## config.mk

```make
export PLATFORM = sky130hd
export DESIGN_NAME = dmrwh_prefix
export DESIGN_NICKNAME = d
export VERILOG_FILES = /design/src/rtl/dmrwh_pkg.sv /design/src/rtl/dmrwh_prefix.sv
export SDC_FILE = /design/constraint.sdc
export NUM_CORES = 2
export LEC_CHECK = 0
export BUFFER_PORTS_ARGS = -buffer_cell sky130_fd_sc_hd__buf_2
export CORE_ASPECT_RATIO = 1.4
export CORE_MARGIN = 2
export CORE_UTILIZATION = 40
export CTS_CLUSTER_DIAMETER = 100
export DETAILED_ROUTE_END_ITERATION = 8
export PLACE_DENSITY = 0.54
export SLEW_MARGIN = 30
export SYNTH_ARGS = -nofsm -noshare
export SYNTH_HDL_FRONTEND = slang
export SYNTH_SLANG_ARGS = --single-unit
```

## constraint.sdc

```tcl
create_clock -name clk -period 17.5 [get_ports clk]
set_input_delay 0 -clock clk [delete_from_list [all_inputs] [get_ports clk]]
set_output_delay 0 -clock clk [all_outputs]
set_load 0.01 [all_outputs]
```

## src/rtl/dmrwh_pkg.sv

```systemverilog
// Shared types, constants and modular arithmetic helpers for the double-modulus
// rolling window hash. Used by the front stage, the window pipeline and the top level; depends on nothing.
`default_nettype none

package dmrwh_pkg;

    // Field widths fixed by the interface.
    localparam int VALUE_W = 20;
    localparam int LEN_W   = 11;
    localparam int HASH_W  = 30;
    localparam int RING_W  = 2 * HASH_W;

    // The element counter saturates at its all-ones value.
    localparam logic [LEN_W-1:0] SEEN_MAX = '1;

    // Lane 0 is the base-131 hash, lane 1 the base-31 hash.
    localparam logic [29:0] MOD_A = 30'd1000000007;
    localparam logic [29:0] MOD_B = 30'd1000000009;
    localparam logic [7:0]  BASE_A = 8'd131;
    localparam logic [7:0]  BASE_B = 8'd31;

    // 2^30 reduced by each modulus, used to fold high bits back into range.
    localparam logic [63:0] TWO30 = 64'd1 << 30;
    localparam logic [29:0] FOLD_A = 30'(TWO30 % 64'(MOD_A));
    localparam logic [29:0] FOLD_B = 30'(TWO30 % 64'(MOD_B));

    // Barrett reciprocals floor(2^60 / m) for the window product reduction.
    localparam logic [63:0] TWO60 = 64'd1 << 60;
    localparam logic [30:0] MU_A = 31'(TWO60 / 64'(MOD_A));
    localparam logic [30:0] MU_B = 31'(TWO60 / 64'(MOD_B));

    localparam logic [1:0][29:0] LANE_MOD  = {MOD_B, MOD_A};
    localparam logic [1:0][7:0]  LANE_BASE = {BASE_B, BASE_A};
    localparam logic [1:0][29:0] LANE_FOLD = {FOLD_B, FOLD_A};
    localparam logic [1:0][30:0] LANE_MU   = {MU_B, MU_A};

    // Everything the front stage hands to the window pipeline for one beat.
    typedef struct packed {
        logic              full;      // a complete window ends at this element
        logic              need_old;  // the prefix before the window comes from the ring
        logic [1:0][29:0]  prefix;    // prefix hash including this element
        logic [1:0][29:0]  power;     // base^L for each lane
    } s1_t;

    // Computes (p * base + addend) mod m, with p < m and d = 2^30 mod m.
    // Two folds of the bits above 2^30 leave a value below 2m.
    function automatic logic [29:0] mul_add_mod(
        input logic [29:0] p,
        input logic [7:0]  base,
        input logic [20:0] addend,
        input logic [29:0] m,
        input logic [29:0] d
    );
        logic [37:0] x;
        logic [33:0] y;
        logic [30:0] z;
        x = 38'(p) * 38'(base) + 38'(addend);
        y = 34'(x[37:30]) * 34'(d) + 34'(x[29:0]);
        z = 31'(y[33:30]) * 31'(d) + 31'(y[29:0]);
        if (z >= 31'(m))
        begin
            z = z - 31'(m);
        end
        return z[29:0];
    endfunction

endpackage

`default_nettype wire

```

## src/rtl/dmrwh_prefix.sv

```systemverilog
// Front stage: window length register, prefix and power recurrences, element
// counter and ring addressing. Depends on dmrwh_pkg.
`default_nettype none

module dmrwh_prefix #(
    parameter int MAX_WINDOW = 1024
) (
    input  logic                                  clk,
    input  logic                                  rst_n,
    input  logic                                  cfg_wr_en,
    input  logic [10:0]                           cfg_wr_data,
    input  logic                                  item_valid,
    output logic                                  item_stall,
    input  logic [19:0]                           value,
    input  logic                                  start_req,
    input  logic                                  win_ready,
    output logic                                  s1_valid,
    output dmrwh_pkg::s1_t                        s1,
    output logic                                  ram_wr_en,
    output logic [((MAX_WINDOW > 1) ? $clog2(MAX_WINDOW) : 1)-1:0] ram_wr_addr,
    output logic [59:0]                           ram_wr_data,
    output logic                                  ram_rd_en,
    output logic [((MAX_WINDOW > 1) ? $clog2(MAX_WINDOW) : 1)-1:0] ram_rd_addr
);
    import dmrwh_pkg::*;

    localparam int AW = (MAX_WINDOW > 1) ? $clog2(MAX_WINDOW) : 1;
    localparam int SW = ((AW + 1 > LEN_W) ? AW + 1 : LEN_W) + 1;

    logic [LEN_W-1:0]  len_reg;
    logic [LEN_W-1:0]  len_next;
    logic [1:0][29:0]  prefix_reg;
    logic [1:0][29:0]  prefix_next;
    logic [1:0][29:0]  power_reg;
    logic [1:0][29:0]  power_next;
    logic [LEN_W-1:0]  seen_reg;
    logic [LEN_W-1:0]  seen_next;
    logic [AW-1:0]     pos_reg;
    logic [AW-1:0]     pos_next;
    logic              s1_valid_reg;
    s1_t               s1_reg;
    s1_t               s1_next;

    logic              s1_ready;
    logic              accept;
    logic [20:0]       addend;
    logic [1:0][29:0]  prefix_base;
    logic [1:0][29:0]  power_base;
    logic [LEN_W-1:0]  seen_base;
    logic [AW-1:0]     pos_base;
    logic [SW-1:0]     slot_diff;
    logic [AW-1:0]     slot;

    assign s1_ready   = !s1_valid_reg || win_ready;
    assign item_stall = !s1_ready;
    assign accept     = item_valid && s1_ready;

    // Clamp a written window length into 1..MAX_WINDOW.
    always_comb
    begin
        len_next = cfg_wr_data;
        if (cfg_wr_data == '0)
        begin
            len_next = LEN_W'(1);
        end
        else if (SW'(cfg_wr_data) > SW'(MAX_WINDOW))
        begin
            len_next = LEN_W'(MAX_WINDOW);
        end
    end

    // A start request begins from the cleared state before this element.
    always_comb
    begin
        addend    = {1'b0, value} + 21'd1;
        seen_base = start_req ? '0 : seen_reg;
        pos_base  = start_req ? '0 : pos_reg;
        for (int l = 0; l < 2; l++)
        begin
            prefix_base[l] = start_req ? 30'd0 : prefix_reg[l];
            power_base[l]  = start_req ? 30'd1 : power_reg[l];
        end
    end

    // Counter, ring position and the slot that holds the prefix before the window.
    always_comb
    begin
        seen_next = (seen_base == SEEN_MAX) ? seen_base : seen_base + LEN_W'(1);
        pos_next  = (pos_base == AW'(MAX_WINDOW - 1)) ? '0 : pos_base + AW'(1);
        slot_diff = SW'(pos_next) - SW'(len_reg);
        if (SW'(pos_next) < SW'(len_reg))
        begin
            slot_diff = slot_diff + SW'(MAX_WINDOW);
        end
        slot = slot_diff[AW-1:0];
    end

    // Prefix and power recurrences, one constant multiply and fold per lane.
    always_comb
    begin
        for (int l = 0; l < 2; l++)
        begin
            prefix_next[l] = mul_add_mod(prefix_base[l], LANE_BASE[l], addend,
                                         LANE_MOD[l], LANE_FOLD[l]);
            power_next[l]  = power_base[l];
            if (seen_next <= len_reg)
            begin
                power_next[l] = mul_add_mod(power_base[l], LANE_BASE[l], 21'd0,
                                            LANE_MOD[l], LANE_FOLD[l]);
            end
        end
        s1_next.full     = (seen_next >= len_reg);
        s1_next.need_old = (seen_next > len_reg);
        s1_next.prefix   = prefix_next;
        s1_next.power    = power_next;
    end

    // Ring write of the new prefix and read of the older one in the same cycle.
    assign ram_wr_en   = accept;
    assign ram_wr_addr = pos_next;
    assign ram_wr_data = {prefix_next[1], prefix_next[0]};
    assign ram_rd_en   = accept;
    assign ram_rd_addr = slot;

    // Sequence state; a length write restarts the sequence.
    always_ff @(posedge clk or negedge rst_n)
    begin
        if (!rst_n)
        begin
            len_reg      <= LEN_W'(1);
            prefix_reg   <= '0;
            power_reg    <= {30'd1, 30'd1};
            seen_reg     <= '0;
            pos_reg      <= '0;
            s1_valid_reg <= 1'b0;
        end
        else
        begin
            if (cfg_wr_en)
            begin
                len_reg    <= len_next;
                prefix_reg <= '0;
                power_reg  <= {30'd1, 30'd1};
                seen_reg   <= '0;
                pos_reg    <= '0;
            end
            else if (accept)
            begin
                prefix_reg <= prefix_next;
                power_reg  <= power_next;
                seen_reg   <= seen_next;
                pos_reg    <= pos_next;
            end
            if (s1_ready)
            begin
                s1_valid_reg <= accept;
            end
        end
    end

    // Stage payload, aligned with the registered ring read.
    always_ff @(posedge clk)
    begin
        if (accept)
        begin
            s1_reg <= s1_next;
        end
    end

    assign s1_valid = s1_valid_reg;
    assign s1       = s1_reg;

    // The running prefixes and powers always stay reduced.
    a_state_reduced: assert property (@(posedge clk) disable iff (!rst_n)
        prefix_reg[0] < MOD_A && prefix_reg[1] < MOD_B &&
        power_reg[0] < MOD_A && power_reg[1] < MOD_B)
        else $error("prefix or power state out of modular range");

    // An accepted beat is always held in the stage register afterwards.
    a_accept_loads: assert property (@(posedge clk) disable iff (!rst_n)
        accept |=> s1_valid_reg)
        else $error("accepted beat lost before the window pipeline");

    // A start request leaves exactly one element counted.
    a_start_count: assert property (@(posedge clk) disable iff (!rst_n)
        accept && start_req && !cfg_wr_en |=> seen_reg == LEN_W'(1))
        else $error("start request did not restart the element count");

endmodule

`default_nettype wire

```

* After elaboration in Yosys (flattened, before gate mapping) *
Cells that the tools add are included.

operators by class
  multiply operators = 12
  mux-type cells = 25
  reduce and logical (&&, ||, !) cells = 6
  magnitude comparators = 9
  eq/ne operators = 2
  add/sub/neg operators = 19

operators with widths
  operator                  number
  $mux W30                  10
  $mux W60                  4
  $ge A31 B30 Y1 const B    4
  $sub A30 B30 Y30 const B  4
  $add A31 B30 Y31          3
  $mul A4 B27 Y31 const B   3
  $mul A30 B8 Y38 const B   2
  $mul A30 B5 Y35 const B   2
  $add A34 B30 Y34          2
  $mul A8 B27 Y34 const B   2
  $mux W11                  6
  $mux W10                  5
  $add A38 B21 Y38          1
  $add A35 B21 Y36          1
  $add A33 B30 Y34          1
  $add A32 B30 Y33          1
  $mul A6 B27 Y33 const B   1
  $mul A5 B27 Y32 const B   1
  $add A30 B30 Y31          1
  $mul A3 B27 Y30 const B   1
  $add A20 B1 Y21 const B   1
  $add A10 B1 Y10 const B   2
  $add A11 B1 Y11 const B   1
  $eq A11 B11 Y1 const B    1
  other kinds (12)          13

word-level totals
  output and inout bits = 206
  logic and storage cells = 87
  register bits after elaboration = 275

* Longest topological paths before layout *
  depth after elaboration = 11
  gate-level depth with buffers = 73

* Worst setup path after synthesis *
OpenSTA, ideal clock, no wires.

  path kind = input port to flip-flop
  start point = input start_req
  end point = register s1_reg (netlist bit s1[61]), data pin
  data arrival time = 15458 ps
  data required time = 17234 ps
  setup time = 266 ps
  cell stages on the path = 63
  setup slack = 1776 ps
  cell sequence = clkbuf_1 clkbuf_1 clkbuf_1 clkbuf_1 nand2b_1 fa_1 inv_1 ha_1 ha_1 inv_1 fa_1 inv_1 ha_1 o21a_1 o21ai_0 a21oi_1 o21ai_0 a21o_1 [... 27 more ...] inv_1 fa_1 inv_1 ha_1 a21oi_1 a211oi_1 o21bai_1 o311a_1 buf_6 a21o_1 a311oi_2 nor3_1 a211o_1 a211oi_2 or2_1 buf_4 buf_6 mux2_2

RTL lines
  what                  line                 RTL
  start, declared       dmrwh_prefix.sv:15   input logic start_req,
  end signal, assigned  dmrwh_prefix.sv:166  s1_reg <= s1_next;
  end, declared         dmrwh_prefix.sv:41   s1_t s1_reg;

==> flow_metrics.env <==
export IMPL_wire_per_inst_um=20.6
export IMPL_grt_max_degree=117
export IMPL_place_hpwl_um=147000
export IMPL_hold_violations=0
export IMPL_antennaDiodeCount=0
export IMPL_endpoint_kind="register"
export IMPL_synthesis_nets=7846
export IMPL_cp_arrival_ps=16990
export IMPL_grt_usage_pct=24.4
export IMPL_drtIter0Drc=2498
export IMPL_drc=0
export IMPL_rrSetupSlack_ps=850
export IMPL_synth_edf_count=122
export IMPL_finalCritPeriodShare_pct=95.1
export IMPL_cts_tree="yes"
export IMPL_tightest_slew_ps=898
export IMPL_rows=162
export IMPL_clock_fmax_mhz=60.1
export IMPL_crit_type="register to register"
export IMPL_cts_root_buf="clkbuf_16"
export IMPL_syn2layout_area_growth_pct=10.2
export IMPL_fp_dieH_um=447
export IMPL_rsz0062_at_grt="false"
export IMPL_overflow=0
export IMPL_fillers=13849
export IMPL_synth_warnings=0
export IMPL_globalplace_congestion=0.916
export IMPL_synthArstFlopShare_pct=55.6
export IMPL_start_kind="register"
export IMPL_antenna_found_initial=9
export IMPL_cts_made_buffers=38
export IMPL_seq_area_frac_synth_pct=13.4
export IMPL_grt_pass1_wl_um=269000
export IMPL_drive_above_1_share_pct=9.66
export IMPL_outcome="finished, final reports clean"
export IMPL_die_area_mm2=0.143
export IMPL_rr_startpoint="power_reg[17]"
export IMPL_period_minus_slack_ps=16650
export IMPL_crit_required_ps=17850
export IMPL_largest_reg_flops=122
export IMPL_htreeDepth=2
export IMPL_synth_most_common_cell="inv_1"
export IMPL_cp_common_cell="a21o_1"
export IMPL_ys_ff_latch=275
export IMPL_syn_inst=6350
export IMPL_clk_latency_ps=600
export IMPL_holdCritStartpoint="start_req"
export IMPL_drv_slew=0
export IMPL_grt_pass1_vias=46710
export IMPL_clk_pin_slew_ps=60
export IMPL_slowest_delay_ps=670
export IMPL_first_pass_iters=5
export IMPL_via_per_inst=5.38
export IMPL_timing_slew_headroom_pct=39.9
export IMPL_synth_distinct_cells=104
export IMPL_crit_path_start="power_reg[17]"
export IMPL_setup_tns_ps=0
export IMPL_port_buffers=242
export IMPL_crit_end="s1[8]"
export IMPL_cap_violations=0
export IMPL_final_setup_viol_count=0
export IMPL_synthFlopType="dfrtp_1"
export IMPL_dieWidth_um=320
export IMPL_min_path_type="input port to register"
export IMPL_crit_slowest_cell="fa_1"
export IMPL_start_util_pct=40.2
export IMPL_ios=243
export IMPL_cts_buffer_depth=3
export IMPL_syn_area_per_cell_um2=8.83
export IMPL_finalClockSkew_ps=26.0
export IMPL_rr_endpoint="s1[8]"
export IMPL_synth_top_cell_by_area="fa_1"
export IMPL_rr_worst_depth=59
export IMPL_vias=45552
export IMPL_clock_sinks=275
export IMPL_coreArea_mm2=0.139
export IMPL_wl_um=175000
export IMPL_final_antenna_net_count=0
export IMPL_final_nets=8135
export IMPL_synth_area_mm2=0.0560
export IMPL_synthTopCellsByCount="inv_1, ha_1, fa_1"
export IMPL_cp_max_fo=11
export IMPL_yosysTopAreaCellShare_pct=21.5
export IMPL_synth_area_leaders="fa_1, ha_1, inv_1, dfrtp_1, edfxtp_1"
==> metrics by stage <==
stage,instances,worst slack (ps),cell area [um2],util (%),hold WS [ps]
after floorplan,6350,1780,56000,-,-296
after global placement,8369,295,59900,43.0,20.7
after detailed placement,8369,218,59900,43.0,10.8
after CTS,8467,92.3,61500,44.2,8.24
after global routing,8471,6.19,61800,44.4,52.9
final,8471,852,61800,44.4,52.6
==> worst min path at each step <==
stage | to | slack, ps | depth (start not counted)
3_3_place_gp | s1_valid | 20 | 1
4_1_cts | power_reg[10] | 8 | 4
5_1_grt | power_reg[10] | 50 | 4
2_1_floorplan | len_reg[10] | -300 | 0
6_report | power_reg[10] | 50 | 4
3_5_place_dp | prefix_reg[11] | 10 | 1
==> per-layer routing <==
metal / vias up / track usage (%) / wire length (um)
li1: 21943 / - / -
met1: 22512 / 29.1 / 71100
met2: 881 / 45.5 / 90700
met3: 214 / 2.61 / 6580
met4: 2 / 7.77 / 6330
met5: - / 0 / 11
==> critical path, delay by kind of cell, from the launching register on <==
| kind | cells | cell delay [ps] |
|---|---|---|
| AND/OR/NAND/NOR | 9 | 1810 |
| XOR/XNOR | 2 | 420 |
| AO/OA/AOI/OAI | 28 | 7250 |
| buffers and inverters | 7 | 560 |
| flip-flops | 1 | 340 |
| adder cells (fa/ha/maj) | 13 | 6010 |
==> what timing repair did <==
| item | 4_1_cts | 5_1_grt |
|---|---|---|
| pin swaps | 0 | 3 |
| hold endpoints to repair | 81 | 0 |
| gates resized for setup | 4 | 48 |
| setup endpoints to repair | 11 | 176 |
| setup buffers | 0 | 4 |
| hold buffers | 30 | 0 |
==> kinds of logic (layout without fill, tap and decap cells) <==
kind of cell               after synthesis  count (layout)  synth area share [%]
and+or+nand+nor                       1507            1507                  13.4
adders and majority gates             1460            1460                  40.7
AOI/OAI and AO/OA                     1373            1373                  16.3
buffers and inverters                 1278            1595                  9.06
xor gates and xnor gates               443             443                  6.98
DFF                                    275             275                  13.4
muxes                                   14              14                 0.259
==> cell type report <==
type | count | area [um2] | area share [%]
clock inverter | 21 | 253 | 0.409
clock buffer | 47 | 1020 | 1.64
tap | 1804 | 2260 | 3.65
sequential | 275 | 7500 | 12.1
inverter | 1085 | 4080 | 6.61
multi-input combinational | 4797 | 43800 | 70.9
timing repair buffer | 442 | 2850 | 4.61
==> cells in the final DEF, fill, tap and decap left out, types with 34 or more instances in the layout <==
master | synthesis | layout
xnor2_1 | 272 | 259
nor3_1 | 111 | 109
a21oi_1 | 367 | 366
ha_1 | 857 | 857
nand2_1 | 365 | 364
dfrtp_1 | 150 | 150
o21ai_0 | 264 | 263
clkbuf_16 | 0 | 39
o211ai_1 | 41 | 41
buf_2 | 16 | 239
inv_1 | 1085 | 1082
xor2_1 | 167 | 163
nand2b_1 | 94 | 93
nand3_1 | 104 | 104
nor2b_1 | 164 | 148
a21o_1 | 202 | 202
and3_1 | 68 | 68
o21bai_1 | 43 | 43
nor2_1 | 373 | 372
edfxtp_1 | 122 | 122
or3_1 | 34 | 34
o21a_1 | 66 | 66
a31oi_1 | 38 | 36
a211oi_1 | 51 | 47
or2_2 | 37 | 38
buf_4 | 65 | 169
fa_1 | 602 | 601
Power is left out: the tool's default activity adds up to more than one toggle a clock period on the data nets, which glitch-free logic cannot reach.
